### config.mk
export PLATFORM = sky130hd
export DESIGN_NAME = riff_wave_chunk_parser
export DESIGN_NICKNAME = d
export VERILOG_FILES = /design/src/hdl/rwcp_pkg.sv /design/src/hdl/riff_wave_chunk_parser.sv /design/src/hdl/rwcp_parser.sv /design/src/hdl/rwcp_out_reg.sv
export SDC_FILE = /design/constraint.sdc
export NUM_CORES = 2
export LEC_CHECK = 0
export BUFFER_PORTS_ARGS = -buffer_cell sky130_fd_sc_hd__buf_2
export CAP_MARGIN = 0
export CORE_MARGIN = 5
export CORE_UTILIZATION = 55
export CTS_BUF_LIST = sky130_fd_sc_hd__clkbuf_16
export DETAILED_ROUTE_END_ITERATION = 16
export PLACE_DENSITY_LB_ADDON = 0.1
export SYNTH_ARGS = -nofsm -noshare
export SYNTH_HDL_FRONTEND = slang
export SYNTH_SLANG_ARGS = --single-unit
### constraint.sdc
create_clock -name i_clk -period 5.59 [get_ports i_clk]
set_clock_uncertainty 0.15 [all_clocks]
set_input_delay 0.559 -clock i_clk [delete_from_list [all_inputs] [get_ports i_clk]]
set_output_delay 0.559 -clock i_clk [all_outputs]
set_load 0.005 [all_outputs]
### src/hdl/rwcp_pkg.sv
// Shared types and constants for the RIFF/WAVE chunk parser.
// No dependencies.
package rwcp_pkg;

    typedef enum logic [2:0] {
        PH_RIFF,
        PH_HDR,
        PH_FMT,
        PH_SKIP,
        PH_PAD,
        PH_STOP
    } t_phase;

    localparam logic [1:0]  FMT_NONE   = 2'd0;
    localparam logic [1:0]  FMT_PCM    = 2'd1;
    localparam logic [1:0]  FMT_EXT    = 2'd2;

    localparam logic [15:0] TAG_PCM    = 16'h0001;
    localparam logic [15:0] TAG_EXT    = 16'hFFFE;
    localparam logic [31:0] ID_FMT     = 32'h2074_6D66;
    localparam logic [31:0] ID_DATA    = 32'h6174_6164;
    localparam logic [31:0] FMT_MAX    = 32'd40;
    localparam int          STAGE_LEN  = 24;

    typedef logic [STAGE_LEN-1:0][7:0] t_stage;

    typedef struct packed {
        logic [1:0]  kind;
        logic [15:0] channels;
        logic [31:0] sample_rate;
        logic [31:0] avg_bytes_per_sec;
        logic [15:0] block_align;
        logic [15:0] bits_per_sample;
        logic [31:0] channel_mask;
    } t_fmt;

    typedef struct packed {
        logic        ok;
        t_fmt        fmt;
        logic [31:0] data_offset;
        logic [31:0] data_size;
    } t_result;

endpackage

### src/hdl/riff_wave_chunk_parser.sv
// Top level of the RIFF/WAVE chunk parser.
// Depends on rwcp_pkg, rwcp_parser and rwcp_out_reg.
//
// Usage:
//   Slave stream: one file byte per transfer on i_s_tdata, i_s_tlast on the
//   final byte of the file. Master stream: one summary per file.
//   One byte is taken every cycle while o_s_tready is high; the parser updates
//   its counters and captured fields in the same cycle the byte is transferred.
//   The summary appears on the master side in the cycle after the
//   transfer of the byte flagged tlast. The parser then returns to its
//   reset state, so the next file can start on the following cycle.
//   The result register holds one summary. While it is full and the
//   receiver stalls, o_s_tready is low; a byte is still taken in the cycle
//   the summary is transferred out.
//   Reset (i_rst_n low, synchronous) clears the parser and empties the
//   result register. No clearing pass is needed.
module riff_wave_chunk_parser (
    input  logic         i_clk,
    input  logic         i_rst_n,
    input  logic         i_s_tvalid,
    output logic         o_s_tready,
    input  logic [7:0]   i_s_tdata,   // file_byte
    input  logic         i_s_tlast,   // last_byte
    output logic         o_m_tvalid,
    input  logic         i_m_tready,
    // channels, sample_rate, avg_bytes_per_sec, block_align, bits_per_sample,
    // channel_mask, data_offset, data_size
    output logic [207:0] o_m_tdata,
    output logic [2:0]   o_m_tuser    // ok, format_kind
);
    import rwcp_pkg::*;

    logic    accept;
    logic    res_valid;
    t_result res;
    t_result out_res;

    assign o_s_tready = !o_m_tvalid || i_m_tready;
    assign accept     = i_s_tvalid && o_s_tready;

    rwcp_parser u_parser (
        .i_clk          (i_clk),
        .i_rst_n        (i_rst_n),
        .i_accept       (accept),
        .i_byte         (i_s_tdata),
        .i_last         (i_s_tlast),
        .o_result_valid (res_valid),
        .o_result       (res)
    );

    rwcp_out_reg u_out_reg (
        .i_clk    (i_clk),
        .i_rst_n  (i_rst_n),
        .i_load   (res_valid),
        .i_result (res),
        .i_ready  (i_m_tready),
        .o_valid  (o_m_tvalid),
        .o_result (out_res)
    );

    assign o_m_tdata = {out_res.data_size,
                        out_res.data_offset,
                        out_res.fmt.channel_mask,
                        out_res.fmt.bits_per_sample,
                        out_res.fmt.block_align,
                        out_res.fmt.avg_bytes_per_sec,
                        out_res.fmt.sample_rate,
                        out_res.fmt.channels};
    assign o_m_tuser = {out_res.fmt.kind, out_res.ok};

endmodule

### src/hdl/rwcp_parser.sv
// Byte-wise chunk walker: RIFF header, chunk headers, fmt capture, skipping.
// Depends on rwcp_pkg.
module rwcp_parser (
    input  logic                i_clk,
    input  logic                i_rst_n,
    input  logic                i_accept,
    input  logic [7:0]          i_byte,
    input  logic                i_last,
    output logic                o_result_valid,
    output rwcp_pkg::t_result   o_result
);
    import rwcp_pkg::*;

    t_phase      r_phase, n_phase;
    logic [31:0] r_pos, n_pos;
    logic [3:0]  r_hidx, n_hidx;
    logic [31:0] r_riff_size, n_riff_size;
    logic [31:0] r_chunk_id, n_chunk_id;
    logic [31:0] r_chunk_size, n_chunk_size;
    logic [31:0] r_bytes_left, n_bytes_left;
    t_stage      r_stage, n_stage;
    logic [5:0]  r_fmt_idx, n_fmt_idx;
    t_fmt        r_fmt, n_fmt;
    logic [31:0] r_data_off, n_data_off;
    logic [31:0] r_data_size, n_data_size;

    function automatic t_fmt decode_fmt(input t_stage s);
        t_fmt        f;
        logic [15:0] tag;
        tag                 = {s[1], s[0]};
        f.kind              = (tag == TAG_PCM) ? FMT_PCM : FMT_EXT;
        f.channels          = {s[3], s[2]};
        f.sample_rate       = {s[7], s[6], s[5], s[4]};
        f.avg_bytes_per_sec = {s[11], s[10], s[9], s[8]};
        f.block_align       = {s[13], s[12]};
        f.bits_per_sample   = {s[15], s[14]};
        f.channel_mask      = (tag == TAG_EXT) ? {s[23], s[22], s[21], s[20]} : 32'd0;
        return f;
    endfunction

    function automatic logic fmt_tag_ok(input t_stage s);
        return ({s[1], s[0]} == TAG_PCM) || ({s[1], s[0]} == TAG_EXT);
    endfunction

    always_comb begin
        n_phase      = r_phase;
        n_pos        = r_pos + 32'd1;
        n_hidx       = r_hidx;
        n_riff_size  = r_riff_size;
        n_chunk_id   = r_chunk_id;
        n_chunk_size = r_chunk_size;
        n_bytes_left = r_bytes_left;
        n_stage      = r_stage;
        n_fmt_idx    = r_fmt_idx;
        n_fmt        = r_fmt;
        n_data_off   = r_data_off;
        n_data_size  = r_data_size;

        case (r_phase)
            PH_RIFF: begin
                if (r_hidx >= 4'd4 && r_hidx < 4'd8) begin
                    n_riff_size = {i_byte, r_riff_size[31:8]};
                end
                n_hidx = r_hidx + 4'd1;
                if (r_hidx == 4'd11) begin
                    n_hidx  = 4'd0;
                    n_phase = (n_riff_size != 32'd0) ? PH_HDR : PH_STOP;
                end
            end
            PH_HDR: begin
                if (r_hidx < 4'd4) begin
                    n_chunk_id = {i_byte, r_chunk_id[31:8]};
                end else begin
                    n_chunk_size = {i_byte, r_chunk_size[31:8]};
                end
                n_hidx = r_hidx + 4'd1;
                if (r_hidx == 4'd7) begin
                    n_hidx = 4'd0;
                    if (n_chunk_id == ID_FMT && n_chunk_size <= FMT_MAX) begin
                        n_stage   = '0;
                        n_fmt_idx = 6'd0;
                        if (n_chunk_size == 32'd0) begin
                            n_phase = n_chunk_size[0] ? PH_PAD : PH_HDR;
                        end else begin
                            n_bytes_left = n_chunk_size;
                            n_phase      = PH_FMT;
                        end
                    end else begin
                        if (n_chunk_id == ID_DATA) begin
                            n_data_size = n_chunk_size;
                            n_data_off  = n_pos;
                        end
                        if (n_chunk_size == 32'd0) begin
                            n_phase = n_chunk_size[0] ? PH_PAD : PH_HDR;
                        end else begin
                            n_bytes_left = n_chunk_size;
                            n_phase      = PH_SKIP;
                        end
                    end
                end
            end
            PH_FMT: begin
                for (int k = 0; k < STAGE_LEN; k++) begin
                    if (r_fmt_idx == 6'(k)) begin
                        n_stage[k] = i_byte;
                    end
                end
                n_fmt_idx    = r_fmt_idx + 6'd1;
                n_bytes_left = r_bytes_left - 32'd1;
                if (r_bytes_left == 32'd1) begin
                    if (fmt_tag_ok(n_stage)) begin
                        n_fmt = decode_fmt(n_stage);
                    end
                    n_phase = r_chunk_size[0] ? PH_PAD : PH_HDR;
                end
            end
            PH_SKIP: begin
                n_bytes_left = r_bytes_left - 32'd1;
                if (r_bytes_left == 32'd1) begin
                    n_phase = r_chunk_size[0] ? PH_PAD : PH_HDR;
                end
            end
            PH_PAD: begin
                n_phase = PH_HDR;
            end
            default: begin
            end
        endcase

        o_result_valid       = i_accept && i_last;
        o_result.ok          = (n_data_size != 32'd0) && (n_data_off != 32'd0);
        o_result.fmt         = n_fmt;
        o_result.data_offset = n_data_off;
        o_result.data_size   = n_data_size;
    end

    always_ff @(posedge i_clk) begin
        if (!i_rst_n || (i_accept && i_last)) begin
            r_phase      <= PH_RIFF;
            r_pos        <= '0;
            r_hidx       <= '0;
            r_riff_size  <= '0;
            r_chunk_id   <= '0;
            r_chunk_size <= '0;
            r_bytes_left <= '0;
            r_fmt_idx    <= '0;
            r_fmt        <= '0;
            r_data_off   <= '0;
            r_data_size  <= '0;
        end else if (i_accept) begin
            r_phase      <= n_phase;
            r_pos        <= n_pos;
            r_hidx       <= n_hidx;
            r_riff_size  <= n_riff_size;
            r_chunk_id   <= n_chunk_id;
            r_chunk_size <= n_chunk_size;
            r_bytes_left <= n_bytes_left;
            r_fmt_idx    <= n_fmt_idx;
            r_fmt        <= n_fmt;
            r_data_off   <= n_data_off;
            r_data_size  <= n_data_size;
        end
    end

    // staging is cleared at the start of every fmt chunk that is captured, so it needs no reset
    always_ff @(posedge i_clk) begin
        if (i_accept) begin
            r_stage <= n_stage;
        end
    end

endmodule

### src/hdl/rwcp_out_reg.sv
// Result register between the parser and the master stream.
// Depends on rwcp_pkg.
module rwcp_out_reg (
    input  logic                i_clk,
    input  logic                i_rst_n,
    input  logic                i_load,
    input  rwcp_pkg::t_result   i_result,
    input  logic                i_ready,
    output logic                o_valid,
    output rwcp_pkg::t_result   o_result
);
    import rwcp_pkg::*;

    logic    r_valid;
    t_result r_result;

    always_ff @(posedge i_clk) begin
        if (!i_rst_n) begin
            r_valid <= 1'b0;
        end else if (i_load) begin
            r_valid <= 1'b1;
        end else if (i_ready) begin
            r_valid <= 1'b0;
        end
    end

    always_ff @(posedge i_clk) begin
        if (i_load) begin
            r_result <= i_result;
        end
    end

    assign o_valid  = r_valid;
    assign o_result = r_result;

endmodule

# Word-level counts from Yosys, hierarchy flattened
# Cells that the tools add are included.
[op_classes]
reduce_logical = 28
n_mux = 69
order_cmp = 4
addsub = 4
n_eq_ne = 39
[ops]
columns = ["op", "n"]
rows = [
  ["$mux W32", 17],
  ["$mux W146", 3],
  ["$mux W192", 2],
  ["$pmux W192 S2", 1],
  ["$mux W8", 26],
  ["$reduce_bool A32 Y1", 3],
  ["$pmux W32 S2", 1],
  ["$eq A6 B4 Y1 const B", 8],
  ["$eq A6 B5 Y1 const B", 8],
  ["$add A32 B1 Y32 const B", 1],
  ["$eq A32 B1 Y1 const B", 1],
  ["$eq A32 B30 Y1 const B", 1],
  ["$eq A32 B31 Y1 const B", 1],
  ["$le A32 B6 Y1 const B", 1],
  ["$logic_not A32 Y1", 1],
  ["$sub A32 B1 Y32 const B", 1],
  ["$mux W3", 9],
  ["$eq A6 B3 Y1 const B", 4],
  ["$eq A16 B1 Y1 const B", 1],
  ["$eq A16 B16 Y1 const B", 1],
  ["$eq A6 B2 Y1 const B", 2],
  ["$mux W6", 2],
  ["$pmux W3 S4", 1],
  ["$pmux W6 S2", 1],
  ["other kinds (28)", 47],
]
[word_totals]
elab_cells = 192
output_inout_bits = 213
ff_bits = 755
inputBits = 13

# Longest topological paths before layout
[depth]
ltp_word = 10
ltp_mapped = 14
depth_no_buf = 10

# Hierarchy
# Synthesis repeated with hierarchy kept, for this count alone.
[unflattened]
cells_unflattened = 3284
hier_area_um2 = 32543.7
[modules_own_cells]
columns = ["module", "seq_area_each_um2", "instances", "cells_each", "area_each_um2"]
rows = [
  ["rwcp_parser", 12472.0, 1, 3068, 26143.8],
  ["rwcp_out_reg", 6356.1, 1, 214, 6377.4],
  ["riff_wave_chunk_parser", 0.0, 1, 2, 22.5],
]

# Least setup slack after synthesis
# No wires, ideal clock.
[synth_path]
kind = "input port to flip-flop"
from = "in i_m_tready"
to = "reg u_out_reg.r_result (netlist bit u_out_reg.o_result[0]) (enable)"
path_stages = 6
required_time_ns = 4.877
t_arrival_ns = 5.338
n_path_buf = 2
slack_ns = -0.461
setup_ns = 0.563
cell_sequence = "nand2b_1 -> clkbuf_1 -> and2_1 -> clkbuf_1 -> nand2_1 -> inv_1"
[synth_via]
elab_chain_len = 3
[synth_rtl]
columns = ["item", "line", "source"]
rows = [
  ["start: declaration", "riff_wave_chunk_parser.sv:25", "input logic i_m_tready,"],
  ["$logic_or A1 B1 Y1", "riff_wave_chunk_parser.sv:38", "assign o_s_tready = !o_m_tvalid || i_m_tready;"],
  ["via o_s_tready", "riff_wave_chunk_parser.sv:21", "output logic o_s_tready,"],
  ["$logic_and A1 B1 Y1", "riff_wave_chunk_parser.sv:39", "assign accept = i_s_tvalid && o_s_tready;"],
  ["$logic_and A1 B1 Y1", "rwcp_parser.sv:130", "o_result_valid = i_accept && i_last;"],
  ["via res_valid", "riff_wave_chunk_parser.sv:34", "logic res_valid;"],
  ["end signal: assignment", "rwcp_out_reg.sv:29", "r_result <= i_result;"],
  ["end: declaration", "rwcp_out_reg.sv:15", "t_result r_result;"],
]
# The timed path passes the listed nets, and every way through them passes these cells.
# A chain may end at the register's enable or synchronous reset.

# Worst setup path after layout
[layout_path]
from = "reg u_parser.r_hidx[3]"
to = "reg u_parser.r_stage[107] (netlist name) (enable)"
[layout_via]
elab_chain_len = 7
elab_cells_between_ends = 12
classes_between = "2 x order compare; 4 x eq/ne; 4 x mux; 2 x reduce/logical"
[layout_rtl]
columns = ["item", "line", "source"]
rows = [
  ["start: declaration", "rwcp_parser.sv:16", "logic [3:0] r_hidx, n_hidx;"],
  ["start signal: assignment", "rwcp_parser.sv:153", "r_hidx <= n_hidx;"],
  ["$lt A4 B3 Y1", "rwcp_parser.sv:71", "if (r_hidx < 4'd4) begin"],
  ["$mux W32", "rwcp_parser.sv:71", ""],
  ["$mux W32", "rwcp_parser.sv:59", "case (r_phase)"],
  ["$le A32 B6 Y1 / $eq A32 B30 Y1 (equally long branches)", "rwcp_parser.sv:79", "if (n_chunk_id == ID_FMT && n_chunk_size <= FMT_MAX) begin"],
  ["$logic_and A1 B1 Y1", "rwcp_parser.sv:79", ""],
  ["$ne A2 B1 Y1 (no source line)", "-", ""],
  ["$reduce_and A4 Y1 (no source line) (*)", "-", ""],
  ["end signal: assignment", "rwcp_parser.sv:168", "r_stage <= n_stage;"],
  ["end: declaration", "rwcp_parser.sv:21", "t_stage r_stage, n_stage;"],
]
# Every way passes the cells marked *; elsewhere a longest branch is shown, timed or not. The select of a mux whose other input is x is not followed.

==> flow_summary.yaml <==
critical_path:
  worst_setup_path_startpoint: "u_parser.r_hidx[3]$_SDFFE_PP0P_"
  endpoint_kind: "flip-flop"
  setup_slack_on_the_worst_flop_to_flop_path_ns: 0.96
  rr_endpoint: "u_parser.r_stage[107]$_SDFFCE_PN0P_"
  critPathMaxFanout: 67
  worstSetupPathType: "reg2reg"
  cp_data_required_time_ns: 5.70
  reg2reg_depth: 9
  worst_setup_path_endpoint: "u_parser.r_stage[107]$_SDFFCE_PN0P_"
  critical_path.reg2reg.startpoint: "u_parser.r_hidx[3]$_SDFFE_PP0P_"
  critPathLaunchType: "flip-flop"
  cp_data_arrival_time_ns: 4.74
floorplan:
  die_y_um: 254
  core_region_area_um2: 58900
  effective_utilization_at_floorplan: 0.554
  pin_count: 226
  die_w_um: 254
  core.rowCount: 89
  fp.dieArea_um2: 64300
yosys:
  async_flop_share: 0
  synth_seq_area_share: 0.577
  postSynth.topFlopCell: "sky130_fd_sc_hd__dfxtp_1"
  post_synth_edffs: 371
  yosys_warnings: 0
  avg_synthesized_cell_area_um2: 9.69
  yosys.cell_types.count: 66
  instance_count_of_the_mapped_netlist: 3370
  yosys_register_bits: 755
  synth.net_count: 3391
  synth_area_um2: 32600
flow_run:
  max_cap_violations: 0
finish:
  filler_cell_count: 4827
  most_common_cell_after_layout_fill_and_taps_aside: "sky130_fd_sc_hd__nand2_1"
  layout_common_cells: "sky130_fd_sc_hd__nand2_1, sky130_fd_sc_hd__nor2_1, sky130_fd_sc_hd__dfxtp_1"
  finished_core_util: 0.626
  layout-drive-gt1-share: 0.132
  area_growth_syn_to_layout_pct: 13.0
  insertedDiodeCount: 0
  num-nets-final: 3498
clock_network:
  cts_repair_resized_insts: 0
  tritoncts_clock_tree: "built"
  cts_root_buf: "sky130_fd_sc_hd__clkbuf_16"
  hold_buf_count_cts: 0
  post_cts_setup_buffer_count: 0
  clkSlewWorstSetupHoldPaths_ns: 0.06
  cts-htree-levels: 3
  clkLatencyLatePin_ns: 0.62
  total_cts_buffers: 80
  clock-sinks: 755
  clockBufferDepth: 3
routing:
  routed-via-count: 25300
  routed_wire_length_per_instance_um: 19.4
  drt-pass1-iter-count: 6
  remaining_drc_errors: 0
  detail_route.vias_per_cell: 5.85
  drt_wl_total_mm: 83.9
  ant_nets_after_route: 0
  first_iter_violations: 2207
outcome:
  status: "finished, final reports clean"
power_and_ir_drop:
  power.ir.vdd_worst_uv: 231
  power.leakage_uw: 0.0136
  power_density_nw_per_um2: 310
  finalPower_uw: 11400
timing:
  timing_hold_violations_final: 0
  final-setup-viol-count: 0
  final_max_slew_viol_count: 0
  slew-limit-headroom: 0.224
  max_clock_freq_mhz: 216
  timing.final.crit_period_ns: 4.63
  hold_ws_ns: 0.0946
  layout_worst_path_cycle_share: 0.829
  rsz0062_at_grt: "no"
  setup_total_negative_slack_ns: 0
  max_slew.worst_pin.slew_ns: 1.16
global_route:
  grt_pass1_vias: 23900
  global_route.overflow_total: 0
  grt_max_degree: 160
  global_route_wire_length_before_repair_mm: 132
  antenna_found_initial: 0
  grtUsageTotal: 0.253
placement:
  gpl.final_weighted_congestion: 0.916
  dp.final_hpwl_mm: 53.0
  io_buffers: 225
hold_path:
  worst_hold_path_type: "in2reg"
==> worst max-delay path, cell delays in order (launching register included) <==
cell and delay, ns:
sky130_fd_sc_hd__dfxtp_1 0.46, sky130_fd_sc_hd__or2_2 0.60, sky130_fd_sc_hd__buf_4 0.32, sky130_fd_sc_hd__or3_1 0.35
sky130_fd_sc_hd__a2111oi_0 0.68, sky130_fd_sc_hd__nand2_1 0.16, sky130_fd_sc_hd__nor4_1 0.50, sky130_fd_sc_hd__buf_4 0.24
sky130_fd_sc_hd__or2_4 0.34, sky130_fd_sc_hd__buf_12 0.36
==> Yosys cell counts, types with 15 or more instances <==
library cell | number | area share
sky130_fd_sc_hd__a211oi_1 | 89 | 0.020
sky130_fd_sc_hd__a211oi_2 | 46 | 0.018
sky130_fd_sc_hd__a21oi_1 | 374 | 0.057
sky130_fd_sc_hd__a22o_1 | 32 | 0.0086
sky130_fd_sc_hd__buf_1 | 15 | 0.0017
sky130_fd_sc_hd__buf_2 | 38 | 0.0058
sky130_fd_sc_hd__clkbuf_1 | 191 | 0.022
sky130_fd_sc_hd__dfxtp_1 | 384 | 0.24
sky130_fd_sc_hd__edfxtp_1 | 371 | 0.34
sky130_fd_sc_hd__inv_1 | 76 | 0.0087
sky130_fd_sc_hd__mux2i_1 | 161 | 0.049
sky130_fd_sc_hd__nand2_1 | 507 | 0.058
sky130_fd_sc_hd__nand3_1 | 74 | 0.011
sky130_fd_sc_hd__nand4_1 | 37 | 0.0071
sky130_fd_sc_hd__nor2_1 | 500 | 0.057
sky130_fd_sc_hd__nor3_1 | 54 | 0.0083
sky130_fd_sc_hd__nor4_1 | 42 | 0.0080
sky130_fd_sc_hd__o21ai_0 | 138 | 0.021
sky130_fd_sc_hd__or3_1 | 23 | 0.0044
sky130_fd_sc_hd__xnor2_1 | 35 | 0.0094
sky130_fd_sc_hd__xor2_1 | 26 | 0.0070
==> worst min-delay path by stage <==
stage	from	to	slack (ns)	cells after the start
finish	i_rst_n	u_out_reg.o_valid$_SDFFE_PN0P_	0.09	2
global placement	u_parser.r_fmt[145]$_SDFFE_PP0P_	u_parser.r_fmt[145]$_SDFFE_PP0P_	0.29	2
global route	i_rst_n	u_out_reg.o_valid$_SDFFE_PN0P_	0.09	2
detailed placement	u_parser.r_chunk_id[7]$_SDFFE_PP0P_	u_parser.r_chunk_id[7]$_SDFFE_PP0P_	0.30	2
CTS	i_rst_n	u_out_reg.o_valid$_SDFFE_PN0P_	0.07	2
floorplan	u_parser.r_fmt[145]$_SDFFE_PP0P_	u_parser.r_fmt[145]$_SDFFE_PP0P_	0.27	2
==> state kept, by name (all words and copies together), names as in the netlist <==
signal,count
u_out_reg.o_result,211
u_out_reg.o_valid,1
u_parser.r_bytes_left,32
u_parser.r_chunk_id,32
u_parser.r_chunk_size,32
u_parser.r_data_off,32
u_parser.r_data_size,32
u_parser.r_fmt,146
u_parser.r_fmt_idx,6
u_parser.r_hidx,4
u_parser.r_phase,3
u_parser.r_pos,32
u_parser.r_riff_size,32
u_parser.r_stage,160
==> power by group <==
part	total [µW]	internal, µW	switching (µW)
Sequential	5850	5830	22.7
Clock	5280	3130	2150
Combinational	291	66.4	224
==> cells by family (layout without fill, tap and decap cells) <==
kind of cell             after synthesis  in the layout  share of synthesized area
buffers and inverters                331            505                     0.0414
AO/OA/AOI/OAI                        740            740                      0.140
multiplexers                         166            166                     0.0511
XOR/XNOR                              61             61                     0.0164
AND/OR/NAND/NOR                     1309           1309                      0.171
adder cells (fa/ha/maj)                8              8                    0.00307
flip-flops                           755            755                      0.577
==> final cells by class <==
class / count / area [µm²] / share of cell area
clock buffer: 84 / 2100 / 0.0570
sequential: 755 / 18800 / 0.510
clock inverter: 65 / 526 / 0.0142
timing repair buffer: 280 / 1650 / 0.0447
inverter: 76 / 289 / 0.00783
multi-input combinational: 2284 / 12500 / 0.340
tap: 773 / 967 / 0.0262
==> per-layer routing <==
metal	share of wire	up-vias	GRT usage
li1	-	12100	-
met1	0.45	12200	0.361
met2	0.47	828	0.406
met3	0.063	134	0.0387
met4	0.026	0	0.0733
met5	0	-	0
==> through the flow <==
stage,instance area (µm²),worst slack (ns),cells
floorplan,32700,0.493,3370
global placement,34300,1.23,4167
detailed placement,34300,1.11,4167
CTS,36900,1.07,4316
global route,36900,0.759,4317
finish,36900,0.959,4317
No activity file was read; power rests on OpenSTA's default activity.
